==> src/vadl_modulo.sv <==
module vadl_modulo #(
   parameter int W = 17
) (
   input  logic         clock,
   input  logic         reset,
   input  logic         start,
   input  logic [W-1:0] numerator,
   input  logic [W-1:0] divisor,
   output logic         valid,
   output logic [W-1:0] remainder
);
   localparam int CNT_W = $clog2(W + 1);

   logic             busy_ff;
   logic             valid_ff;
   logic [W-1:0]     num_ff;
   logic [W-1:0]     rem_ff;
   logic [W-1:0]     div_ff;
   logic [CNT_W-1:0] cnt_ff;
   logic [W:0]       trial;
   logic [W:0]       diff;

   // Restoring remainder, one numerator bit per cycle.
   assign trial = {rem_ff, num_ff[W-1]};
   assign diff  = trial - {1'b0, div_ff};

   always_ff @(posedge clock) begin
      if (reset) begin
         busy_ff  <= 1'b0;
         valid_ff <= 1'b0;
      end else if (start) begin
         div_ff <= divisor;
         if (numerator < divisor) begin
            rem_ff   <= numerator;
            valid_ff <= 1'b1;
            busy_ff  <= 1'b0;
         end else begin
            num_ff   <= numerator;
            rem_ff   <= '0;
            cnt_ff   <= CNT_W'(W);
            valid_ff <= 1'b0;
            busy_ff  <= 1'b1;
         end
      end else if (busy_ff) begin
         if (trial >= {1'b0, div_ff}) begin
            rem_ff <= diff[W-1:0];
         end else begin
            rem_ff <= trial[W-1:0];
         end
         num_ff <= num_ff << 1;
         cnt_ff <= cnt_ff - CNT_W'(1);
         if (cnt_ff == CNT_W'(1)) begin
            busy_ff  <= 1'b0;
            valid_ff <= 1'b1;
         end
      end
   end

   assign valid     = valid_ff;
   assign remainder = rem_ff;

`ifndef NO_ASSERTIONS
   a_rem_below_div: assert property (@(posedge clock) disable iff (reset)
      (valid_ff && !start) |-> (rem_ff < div_ff))
      else $error("remainder not below divisor");
`endif

endmodule
==> config.mk <==
export PLATFORM = sky130hd
export DESIGN_NAME = vadl_modulo
export DESIGN_NICKNAME = d
export VERILOG_FILES = /design/src/vadl_modulo.sv
export SDC_FILE = /design/constraint.sdc
export NUM_CORES = 1
export LEC_CHECK = 0
export BUFFER_PORTS_ARGS = -buffer_cell sky130_fd_sc_hd__buf_2
export CAP_MARGIN = 20
export CORE_MARGIN = 2
export CORE_UTILIZATION = 52
export DETAILED_ROUTE_END_ITERATION = 10
export GPL_ROUTABILITY_DRIVEN = 0
export GPL_TIMING_DRIVEN = 1
export PLACE_DENSITY = 0.8
export SLEW_MARGIN = 10
export SYNTH_ARGS = -nofsm -noshare
export SYNTH_HDL_FRONTEND = slang
export SYNTH_SLANG_ARGS = --single-unit
==> constraint.sdc <==
create_clock -name clock -period 3.4 [get_ports clock]
set_clock_uncertainty 0.1 [all_clocks]
set_input_delay 0.17 -clock clock [delete_from_list [all_inputs] [get_ports clock]]
set_output_delay 0.17 -clock clock [all_outputs]
set_load 0.005 [all_outputs]
== Word level (Yosys, flattened, before mapping) ==
Cells that the tools add are included.

* Register bits after elaboration: 58

* Add/subtract/negate cells: 2
* Magnitude comparators: 2
* Eq/ne operators: 2
* Multiplexer cells: 18
* Bitwise logic cells: 1
* Reduce and logical (&&, ||, !) cells: 6

{| class="wikitable"
|+ Operators with widths
! operator !! number
|-
| $mux 17 || 7
|-
| $ge 18x17->1 || 1
|-
| $lt 17x17->1 || 1
|-
| $sub 17x17->17 || 1
|-
| $mux 5 || 3
|-
| $mux 1 || 8
|-
| $reduce_and 2->1 || 3
|-
| $eq 5x1->1 const B || 1
|-
| $sub 5x1->5 const B || 1
|-
| $reduce_bool 2->1 || 2
|-
| $reduce_and 3->1 || 1
|-
| $ne 2x2->1 const B || 1
|-
| $not 1->1 || 1
|}

== Longest topological paths before layout ==
Gate-level depths: netlist of the first run.

* Depth in word-level cells: 4
* Mapped depth: 11
* Depth with buffers taken out: 10

== Least setup slack after synthesis of the first run ==
No wires, ideal clock.

* Path type: input to register
* Start: in divisor[15]
* End: reg cnt_ff[0] (enable)
* Library setup time: 0.437 ns
* Arrival: 3.218 ns
* Required time: 2.863 ns
* Setup slack: -0.355 ns
* Stages on the path: 7
* Path buffers: 1
* Cells stage by stage: inv_1 ha_1 nand4_1 or4_1 o211a_1 clkbuf_1 a21boi_0

* Word-level cells in the longest chain between the ends: 3

{| class="wikitable"
|+ RTL lines
! element !! RTL line !! text
|-
| start, declared || 8 || <nowiki>input logic [W-1:0] divisor,</nowiki>
|-
| $lt 17x17->1 || 33 || <nowiki>if (numerator < divisor) begin</nowiki>
|-
| $ne 2x2->1 (no source line) || n/a ||
|-
| $reduce_and 3->1 (no source line) || n/a ||
|-
| end signal, assigned || 40 || <nowiki>cnt_ff <= CNT_W'(W);</nowiki>
|-
| end signal, assigned || 51 || <nowiki>cnt_ff <= cnt_ff - CNT_W'(1);</nowiki>
|-
| end, declared || 19 || <nowiki>logic [CNT_W-1:0] cnt_ff;</nowiki>
|}

Every way passes these cells.
A chain may end at the register's enable or synchronous reset.

== Worst setup path in the final report of the first run ==
* Start: reg num_ff[16]
* End: reg rem_ff[4] (netlist: remainder[4]) (data pin)

* Word-level cells in the longest chain between the ends: 4
* Elaborated cells between the ends (all ways): 5
* Classes of those cells: add/sub: 1; order compare: 1; mux: 3

{| class="wikitable"
|+ RTL lines
! element !! RTL line !! text
|-
| start, declared || 16 || <nowiki>logic [W-1:0] num_ff;</nowiki>
|-
| start signal, assigned || 38 || <nowiki>num_ff <= numerator;</nowiki>
|-
| start signal, assigned || 50 || <nowiki>num_ff <= num_ff << 1;</nowiki>
|-
| $sub 17x17->17 or $ge 18x17->1 (tied branches) || 25, 45 ||
|-
| $mux 17 (*) || 45 || <nowiki>if (trial >= {1'b0, div_ff}) begin</nowiki>
|-
| $mux 17 (*) || 44 || <nowiki>end else if (busy_ff) begin</nowiki>
|-
| $mux 17 (*) || 31 || <nowiki>end else if (start) begin</nowiki>
|-
| end signal, assigned || 34 || <nowiki>rem_ff <= numerator;</nowiki>
|-
| end signal, assigned || 46 || <nowiki>rem_ff <= diff[W-1:0];</nowiki>
|-
| end signal, assigned || 48 || <nowiki>rem_ff <= trial[W-1:0];</nowiki>
|-
| end, declared || 17 || <nowiki>logic [W-1:0] rem_ff;</nowiki>
|}

Mark *: on every way between the ends. The rest lies on a longest branch, timed or not. The select of a mux whose other input is x is not followed.

==> results.toml, run 1 <==
[worst_hold_path]
hold-path-endpoint = "num_ff[16]"
worstHoldPathCells = 2
min-delay-start = "numerator[16]"
hold_class = "input pin to flip-flop"

[global_routing]
grt_use_total = 0.252
grt_pass1_wl_um = 14400
antenna_found_initial = 0
grt_pass1_vias = 3015
grt_max_degree = 26
grt_overflow_total = 0

[finish]
stdcell_count = 514
fillCellCount = 502
drive_above_1_share = 0.258
final_nets = 486
final_area_um2 = 4520
syn2layout_area_growth_pct = 20.6
n_antenna_cell = 0

[yosys]
ys_seq_elements = 58
synthDistinctLibCells = 49
synth_edf_count = 56
ys_async_sr_fraction = 0
mappedNetlistArea_um2 = 3750
ys_seq_area_frac = 0.459
synthCells = 335
synth-main-ff-cell = "edfxtp_1"
syn_nets = 408
synth.avg_cell_area_um2 = 11.2
yosys_warnings = 0

[detailed_routing]
drt_iter0_markers = 228
drc = 0
drtAntennaViolNets = 0
drtPass1Iterations = 5
wirelength_um = 9360
num_vias = 3013
wl_per_cell_um = 18.2
avgViaCountPerCell = 5.86

[pwr]
p_comb_frac = 0.273
power_density_nw_per_um2 = 473
internal_power_uw = 1490
p_switching_uw = 648
p_leak_uw = 0.00193
peakVddDrop_mv = 0.385
clkPwrFrac = 0.309
p_sw_frac = 0.303
pwr-share-seq = 0.418
total_power_uw = 2140

[worst_setup_path]
start_kind = "flip-flop"
worstPathRequired_ns = 3.39
r2r-start = "num_ff[16]"
r2r_cells = 10
crit_type = "flip-flop to flip-flop"
r2r_slack_ns = 0.30
r2r-end = "remainder[4]"
cp-end-kind = "flip-flop"
arrival_ns = 3.09
crit_fanout = 14

[floorplanning]
initial_core_util = 0.546
core_um2 = 6870
boundaryPins = 55
die_h_um = 88.9
die-area_um2 = 7900
die_w_um = 88.9
core.rowCount = 30

[clock_network]
cts-htree-levels = 3
cts-buffers-inserted = 9
cts_tree = "built"
clkSlewWorstSetupHoldPaths_ns = 0.07
cts_setup_buffers = 0
clockBufferDepth = 2
cts_sinks = 58
worst_skew_pair.late_latency_ns = 0.34
clockRootBuffer = "clkbuf_8"

[placed_design]
io_buffers = 54
dp.cells = 480
place_ws_ns = 0.284
dpl_cell_area_um2 = 4140
dp.final_hpwl_um = 6500

[timing]
fmax_mhz = 323
max_slew.worst_pin.slew_ns = 0.715
fin_crit_ns = 3.10
max_slew_margin = 0.523
rsz0062_at_grt = "false"
setup_viol = 0
setup_ws_ns = 0.299
hold_viol = 0
report.final.slew_viol_count = 0
timing.final.crit_share = 0.912
finalSetupTns_ns = 0

[flow_run]
maxCapViolCount = 0

[run_status]
status = "complete, no violations"
synthesized netlist by cell type, types with 2 or more instances:
| cell type | n | share of area |
|---|---|---|
| o21ai_0 | 12 | 0.016 |
| nor2_1 | 15 | 0.015 |
| dfxtp_1 | 2 | 0.011 |
| nand3_1 | 6 | 0.0080 |
| a22oi_1 | 2 | 0.0040 |
| and2_1 | 3 | 0.0050 |
| a32oi_1 | 13 | 0.030 |
| o21a_1 | 4 | 0.0080 |
| edfxtp_1 | 56 | 0.45 |
| a221o_1 | 4 | 0.011 |
| xnor2_1 | 9 | 0.021 |
| or4_1 | 2 | 0.0040 |
| mux2_2 | 16 | 0.048 |
| nand2_1 | 10 | 0.010 |
| inv_1 | 39 | 0.039 |
| clkbuf_1 | 7 | 0.0070 |
| xor2_1 | 7 | 0.016 |
| a211oi_1 | 2 | 0.0040 |
| a21oi_1 | 29 | 0.039 |
| ha_1 | 35 | 0.12 |
| a21boi_0 | 2 | 0.0040 |
| a21o_1 | 6 | 0.012 |
| and3_1 | 6 | 0.010 |
| o21bai_1 | 2 | 0.0040 |
| o211ai_1 | 2 | 0.0040 |
| nand2b_1 | 6 | 0.010 |
| buf_2 | 2 | 0.0027 |
| nor2b_1 | 4 | 0.0067 |
| o21ai_2 | 10 | 0.023 |
| nand4_1 | 3 | 0.0050 |
cell usage in the layout (no fill, tap or decap), drive strengths merged, types with 4 or more instances in the layout:
cell,netlist,final
nand2,10,10
edfxtp,56,56
a21o,6,6
a32oi,13,13
nor2,15,15
nor2b,4,4
dlygate4sd3,0,18
xnor2,9,9
buf,3,59
mux2,16,16
inv,39,39
nand3,6,6
o21ai,23,23
a21oi,31,31
clkbuf,7,11
ha,35,35
xor2,7,7
nand2b,6,6
o21a,4,4
and3,6,6
a221o,4,4
registers in the layout, indices dropped and copies added (netlist names):
signal and cells:
busy_ff 1, cnt_ff 5, num_ff 17, remainder 17, div_ff 17, valid 1
routing by layer:
metal  share of wire  global-route usage  routed length (um)  vias up
met5               0                   0                   0        -
met3           0.066              0.0591                 621       30
met2            0.50               0.416                4700      122
li1                -                   -                   -     1415
met4           0.038               0.147                 357        0
met1            0.39               0.300                3680     1446
how the worst max path moves through the flow:
| stage | start | end | slack [ns] | cells after the start |
|---|---|---|---|---|
| after floorplan | divisor[15] | cnt_ff[0] | 0.25 | 7 |
| after global placement | num_ff[16] | remainder[5] | 0.41 | 10 |
| after detailed placement | num_ff[16] | remainder[4] | 0.28 | 10 |
| after CTS | num_ff[16] | remainder[4] | 0.28 | 10 |
| after global routing | num_ff[16] | remainder[5] | 0.14 | 10 |
| final | num_ff[16] | remainder[4] | 0.30 | 10 |
per-stage QoR:
step	hold WS [ns]	util
floorplan	0.142	-
global placement	0.263	0.602
detailed placement	0.263	0.602
CTS	0.0557	0.658
global route	0.0649	0.658
finish	0.0677	0.658
kinds of logic (layout without fill, tap and decap cells):
kind of cell	count (synthesis)	in the layout	synth area share
simple gates	59	59	0.0828
buf+inv	49	132	0.0541
mux	16	16	0.0481
fa+ha+maj	36	36	0.122
compound gates	101	101	0.196
xor+xnor	16	16	0.0374
flops	58	58	0.459
power by group through the flow:
stage | Clock, uW | Sequential [uW] | Combinational (uW)
after floorplan | 0 | 904 | 402
after detailed placement | 0 | 909 | 551
final | 661 | 894 | 583
after global routing | 689 | 900 | 636
after CTS | 666 | 894 | 572
after global placement | 0 | 908 | 535
what timing repair did:
| action | 4_1_cts | 5_1_grt |
|---|---|---|
| gates resized for setup | 0 | 0 |
| setup endpoints to repair | 0 | 0 |
| hold buffers | 18 | 0 |
| hold endpoints to repair | 18 | 0 |
worst max-delay path, cell delays in order, from the launching register on:
cell	delay, ns
edfxtp_1	0.39
inv_1	0.07
ha_1	0.15
inv_1	0.05
fa_1	0.44
a21oi_1	0.22
a211oi_1	0.10
or4_4	0.51
a2111oi_4	0.32
or2_4	0.34
o21ai_0	0.14
cell type report:
class                      instances  area, um^2  area share
inverter                          39         146      0.0324
tap                               96         120      0.0266
clock buffer                      11         151      0.0335
multi-input combinational        228        1830       0.404
timing repair buffer              77         500       0.111
sequential                        58        1720       0.381
clock inverter                     5        52.6      0.0116
No activity file was read; power rests on OpenSTA's default activity.
==> inputs of run 2 (changes only) <==
--- a/config.mk
+++ b/config.mk
@@ -8,11 +8,11 @@
 export BUFFER_PORTS_ARGS = -buffer_cell sky130_fd_sc_hd__buf_2
 export CAP_MARGIN = 20
 export CORE_MARGIN = 2
-export CORE_UTILIZATION = 52
+export CORE_UTILIZATION = 50
 export DETAILED_ROUTE_END_ITERATION = 10
 export GPL_ROUTABILITY_DRIVEN = 0
 export GPL_TIMING_DRIVEN = 1
-export PLACE_DENSITY = 0.8
+export PLACE_DENSITY = 0.77
 export SLEW_MARGIN = 10
 export SYNTH_ARGS = -nofsm -noshare
 export SYNTH_HDL_FRONTEND = slang
==> run 2 against run 1 <==
Global-route usage shrank 1.6 points. Sequential share of layout area shrank 0.063 points. Count of clock-buffer cells in the layout shrank 2. Setup slack lost 0.011 ns. Non-clock buffer count is the same. Cell area grew 0.17%. Utilization shrank 3.4 points. Combinational power is essentially flat. Register-to-register slack is essentially flat. Final cell count grew 0.58%. Via count grew 1.9%. Sequential power is essentially flat. Critical path type unchanged. Largest power group unchanged. Highest routed layer unchanged.
==> results.toml, run 2 (synthesis results as in run 1) <==
[run_status]
status = "complete, no violations"

[global_routing]
grt_overflow_total = 0
grt_use_total = 0.236
grt_pass1_vias = 3061
grt_pass1_wl_um = 15100
antenna_found_initial = 0
grt_max_degree = 25

[detailed_routing]
drtAntennaViolNets = 0
avgViaCountPerCell = 5.94
drt_iter0_markers = 246
wirelength_um = 9280
drc = 0
wl_per_cell_um = 18.0
num_vias = 3070
drtPass1Iterations = 5

[clock_network]
clockRootBuffer = "clkbuf_8"
cts_sinks = 58
worst_skew_pair.late_latency_ns = 0.34
cts_tree = "built"
clkSlewWorstSetupHoldPaths_ns = 0.07
cts-htree-levels = 3
cts-buffers-inserted = 9
clockBufferDepth = 2

[finish]
final_core_util = 0.624
fillCellCount = 574
drive_above_1_share = 0.256
final_nets = 486
multiInputGateArea_um2 = 1830
final_common_cell = "edfxtp_1"
syn2layout_area_growth_pct = 20.8
n_antenna_cell = 0
seq_area_um2 = 1720
mostFrequentLayoutCells = "56 x edfxtp_1, 54 x buf_2, 39 x inv_1"

[placed_design]
dp.final_hpwl_um = 6580
io_buffers = 54

[timing]
timing.final.crit_share = 0.915
setup_viol = 0
report.final.slew_viol_count = 0
fmax_mhz = 321
rsz0062_at_grt = "false"
fin_crit_ns = 3.11
finalSetupTns_ns = 0
max_slew_margin = 0.560
max_slew.worst_pin.slew_ns = 0.659
hold_viol = 0

[flow_run]
maxCapViolCount = 0

[pwr]
p_leak_uw = 0.00193
p_switching_uw = 650
p_comb_frac = 0.267
pwr-share-seq = 0.413
p_sw_frac = 0.299
clkPwrFrac = 0.320
internal_power_uw = 1520
peakVddDrop_mv = 0.280
power_density_nw_per_um2 = 480

[floorplanning]
die-area_um2 = 8210
initial_core_util = 0.517
die_h_um = 90.6
die_w_um = 90.6
core.rowCount = 31
boundaryPins = 55
core_um2 = 7250

[worst_setup_path]
crit_slowest_cell = "or4_4"
cp-end-kind = "flip-flop"
crit_type = "flip-flop to flip-flop"
slowest_delay_ns = 0.51
arrival_ns = 3.10
worstPathRequired_ns = 3.38
crit_fanout = 14
worstPathCellList = "inv_1 -> ha_1 -> inv_1 -> fa_1 -> a21oi_1 -> a211oi_1 -> or4_4 -> a2111oi_4 -> or2_4 -> o21ai_0"
path_common_cell = "inv_1"
start_kind = "flip-flop"

[worst_hold_path]
hold_class = "input pin to flip-flop"
[run 2: worst paths after layout]
path / cells after the start / start / slack, ns / endpoint
worst min register to register: 1 / num_ff[8] / 0.45 / num_ff[9]
worst max register to register: 10 / num_ff[16] / 0.29 / remainder[5]
worst max-delay path: 10 / num_ff[16] / 0.29 / remainder[5]
worst min-delay path: 2 / numerator[0] / 0.09 / num_ff[0]
[run 2: cell type report]
class | instances | share of cell area
well taps | 99 | 0.0274
multi-input cells | 228 | 0.404
clock buffers | 9 | 0.0274
flip-flops and latches | 58 | 0.380
repair buffers | 77 | 0.111
inverters | 39 | 0.0323
clock inverters | 7 | 0.0185
[run 2: routing by layer]
metal	wire, um	track usage
met1	3780	0.289
met2	4610	0.394
met3	569	0.0509
met4	321	0.115
met5	0	0
[run 2: through the flow]
step	cell area [um^2]	hold WS (ns)	std cells	power (uW)	worst slack, ns
finish	4530	0.0866	517	2170	0.289
global route	4530	0.0891	517	2260	0.146
CTS	4530	0.0755	517	2160	0.313
detailed placement	4140	0.263	483	1460	0.331
global placement	4140	0.262	483	1440	0.403
floorplan	3750	0.142	335	1310	0.246
[run 2: power groups by stage]
stage / Combinational, uW / Sequential (uW) / Clock [uW]
after floorplan: 402 / 904 / 0
after global placement: 536 / 908 / 0
after detailed placement: 550 / 911 / 0
after CTS: 571 / 896 / 697
after global routing: 635 / 901 / 727
final: 580 / 897 / 695
[run 2: repair_timing]
action                                 in CTS  in global routing
buffers inserted                            0                  0
endpoints found under the hold margin      18                  0
gates resized for setup                     0                  0
hold buffers                               18                  0
[run 2: worst max-delay path: cells and delay by family, from the launching register on]
family	cells	cell delay [ns]
buffers and inverters	2	0.13
AOI/OAI and AO/OA	4	0.79
DFF	1	0.41
adders and majority gates	2	0.57
and+or+nand+nor	2	0.85
==> inputs of run 3 (changes only) <==
--- a/config.mk
+++ b/config.mk
@@ -5,13 +5,13 @@
 export SDC_FILE = /design/constraint.sdc
 export NUM_CORES = 1
 export LEC_CHECK = 0
-export BUFFER_PORTS_ARGS = -buffer_cell sky130_fd_sc_hd__buf_2
+export BUFFER_PORTS_ARGS = -buffer_cell sky130_fd_sc_hd__buf_4
 export CAP_MARGIN = 20
 export CORE_MARGIN = 2
 export CORE_UTILIZATION = 50
 export DETAILED_ROUTE_END_ITERATION = 10
 export GPL_ROUTABILITY_DRIVEN = 0
-export GPL_TIMING_DRIVEN = 1
+export GPL_TIMING_DRIVEN = 0
 export PLACE_DENSITY = 0.77
 export SLEW_MARGIN = 10
 export SYNTH_ARGS = -nofsm -noshare
==> run 3 against run 2 <==
Final cell count increased by 1.5%. Global-route usage decreased by 0.60 points. Cell area increased by 4.1%. Setup slack got worse by 0.062 ns. Wire length decreased by 1.1%. Power increased by 1.5%. Clock power decreased by 0.6%. Count of clock-buffer cells in the layout unchanged. Critical path depth increased by 1. Maximum frequency decreased by 1.9%. Register-to-register slack got worse by 0.06 ns. Die area unchanged.
==> results.toml, run 3 (synthesis results as in run 1) <==
[finish]
mostFrequentLayoutCells = "56 x edfxtp_1, 54 x buf_4, 39 x inv_1"
final_nets = 494
final_core_util = 0.650
n_antenna_cell = 0
final_common_cell = "edfxtp_1"
syn2layout_area_growth_pct = 25.8
drive_above_1_share = 0.254
stdcell_count = 525

[timing]
setup_ws_ns = 0.227
fin_crit_ns = 3.17
timing.final.crit_share = 0.933
finalHoldWorstSlack_ns = 0.0679
hold_viol = 0
setup_viol = 0
report.final.slew_viol_count = 0
max_slew.worst_pin.slew_ns = 0.575
max_slew_margin = 0.617
rsz0062_at_grt = "false"
fmax_mhz = 315

[global_routing]
grt_max_degree = 17
antenna_found_initial = 0
met1_usage = 0.304
grt_use_met3 = 0.0367
grt_util_met2 = 0.373
grt_pass1_vias = 2971
grt_pass1_wl_um = 14600
grt_use_total = 0.230
grt_overflow_total = 0
grt_most_used_layer = "met2"

[detailed_routing]
wirelength_um = 9180
drt_iter0_markers = 240
wl_per_cell_um = 17.5
drtPass1Iterations = 4
avgViaCountPerCell = 5.67
num_vias = 2975
drc = 0
drtAntennaViolNets = 0

[floorplanning]
boundaryPins = 55
die_w_um = 90.6
core_um2 = 7250
die-area_um2 = 8210
die_h_um = 90.6
initial_core_util = 0.517
core.rowCount = 31

[clock_network]
cts_setup_buffers = 0
clkSlewWorstSetupHoldPaths_ns = 0.07
cts-buffers-inserted = 9
worst_skew_pair.late_latency_ns = 0.35
clockRootBuffer = "clkbuf_8"
cts-htree-levels = 3
cts_tree = "built"
clockBufferDepth = 2
cts_resized = 0
holdBufCountCts = 18
cts_sinks = 58

[worst_setup_path]
r2r-start = "num_ff[16]"
crit_type = "flip-flop to flip-flop"
worstPathRequired_ns = 3.50
start_kind = "flip-flop"
cp-end-kind = "flip-flop"
startpoint = "num_ff[16]"
arrival_ns = 3.27
crit_fanout = 10

[pwr]
p_comb_frac = 0.279
power_density_nw_per_um2 = 467
pwr-share-seq = 0.407
p_switching_uw = 653
p_sw_frac = 0.296
p_leak_uw = 0.00199
clkPwrFrac = 0.314
peakVddDrop_mv = 0.306
total_power_uw = 2200
internal_power_uw = 1550

[placed_design]
dp.cells = 491
dp.final_hpwl_um = 6900
place_ws_ns = 0.328
io_buffers = 54

[worst_hold_path]
min-delay-start = "numerator[0]"
hold_class = "input pin to flip-flop"

[run_status]
status = "complete, no violations"

[flow_run]
maxCapViolCount = 0
## run 3: metrics by stage
step                      setup TNS (ns)  area (um^2)
final                                  0         4720
after global routing                   0         4720
after CTS                              0         4720
after detailed placement               0         4330
after global placement            -18.17         4280
after floorplan                        0         3750
## run 3: final timing paths
path | cells after the start | slack [ns] | to
worst min-delay path | 2 | 0.07 | num_ff[0]
worst max-delay path | 11 | 0.23 | remainder[10]
worst max register to register | 11 | 0.23 | remainder[10]
worst min register to register | 1 | 0.45 | num_ff[9]
## run 3: power groups by stage
stage               logic [uW]  registers [uW]  clock network, uW
detailed placement         588             911                  0
CTS                        610             896                694
floorplan                  402             904                  0
global route               675             901                724
global placement           565             912                  0
finish                     616             896                691
## run 3: per-layer routing
| layer | wire length, um | vias up |
|---|---|---|
| li1 | - | 1436 |
| met1 | 3960 | 1438 |
| met2 | 4510 | 86 |
| met3 | 521 | 15 |
| met4 | 183 | 0 |
| met5 | 0 | - |
## run 3: cell type report
cell class,instances,area [um^2]
repair buffers,75,627
clock inverters,7,83.8
multi-input cells,228,1830
inverters,39,146
fillers,558,2540
clock buffers,9,124
well taps,99,124
plain buffers,10,56.3
flip-flops and latches,58,1720
## run 3: critical path: stages, from the launching register on
cell,delay (ns)
edfxtp_1,0.38
inv_1,0.07
ha_1,0.16
inv_1,0.06
fa_1,0.43
a21oi_1,0.21
a211oi_1,0.11
or4_4,0.52
a21oi_2,0.40
buf_2,0.35
a32oi_1,0.12
o21ai_2,0.10
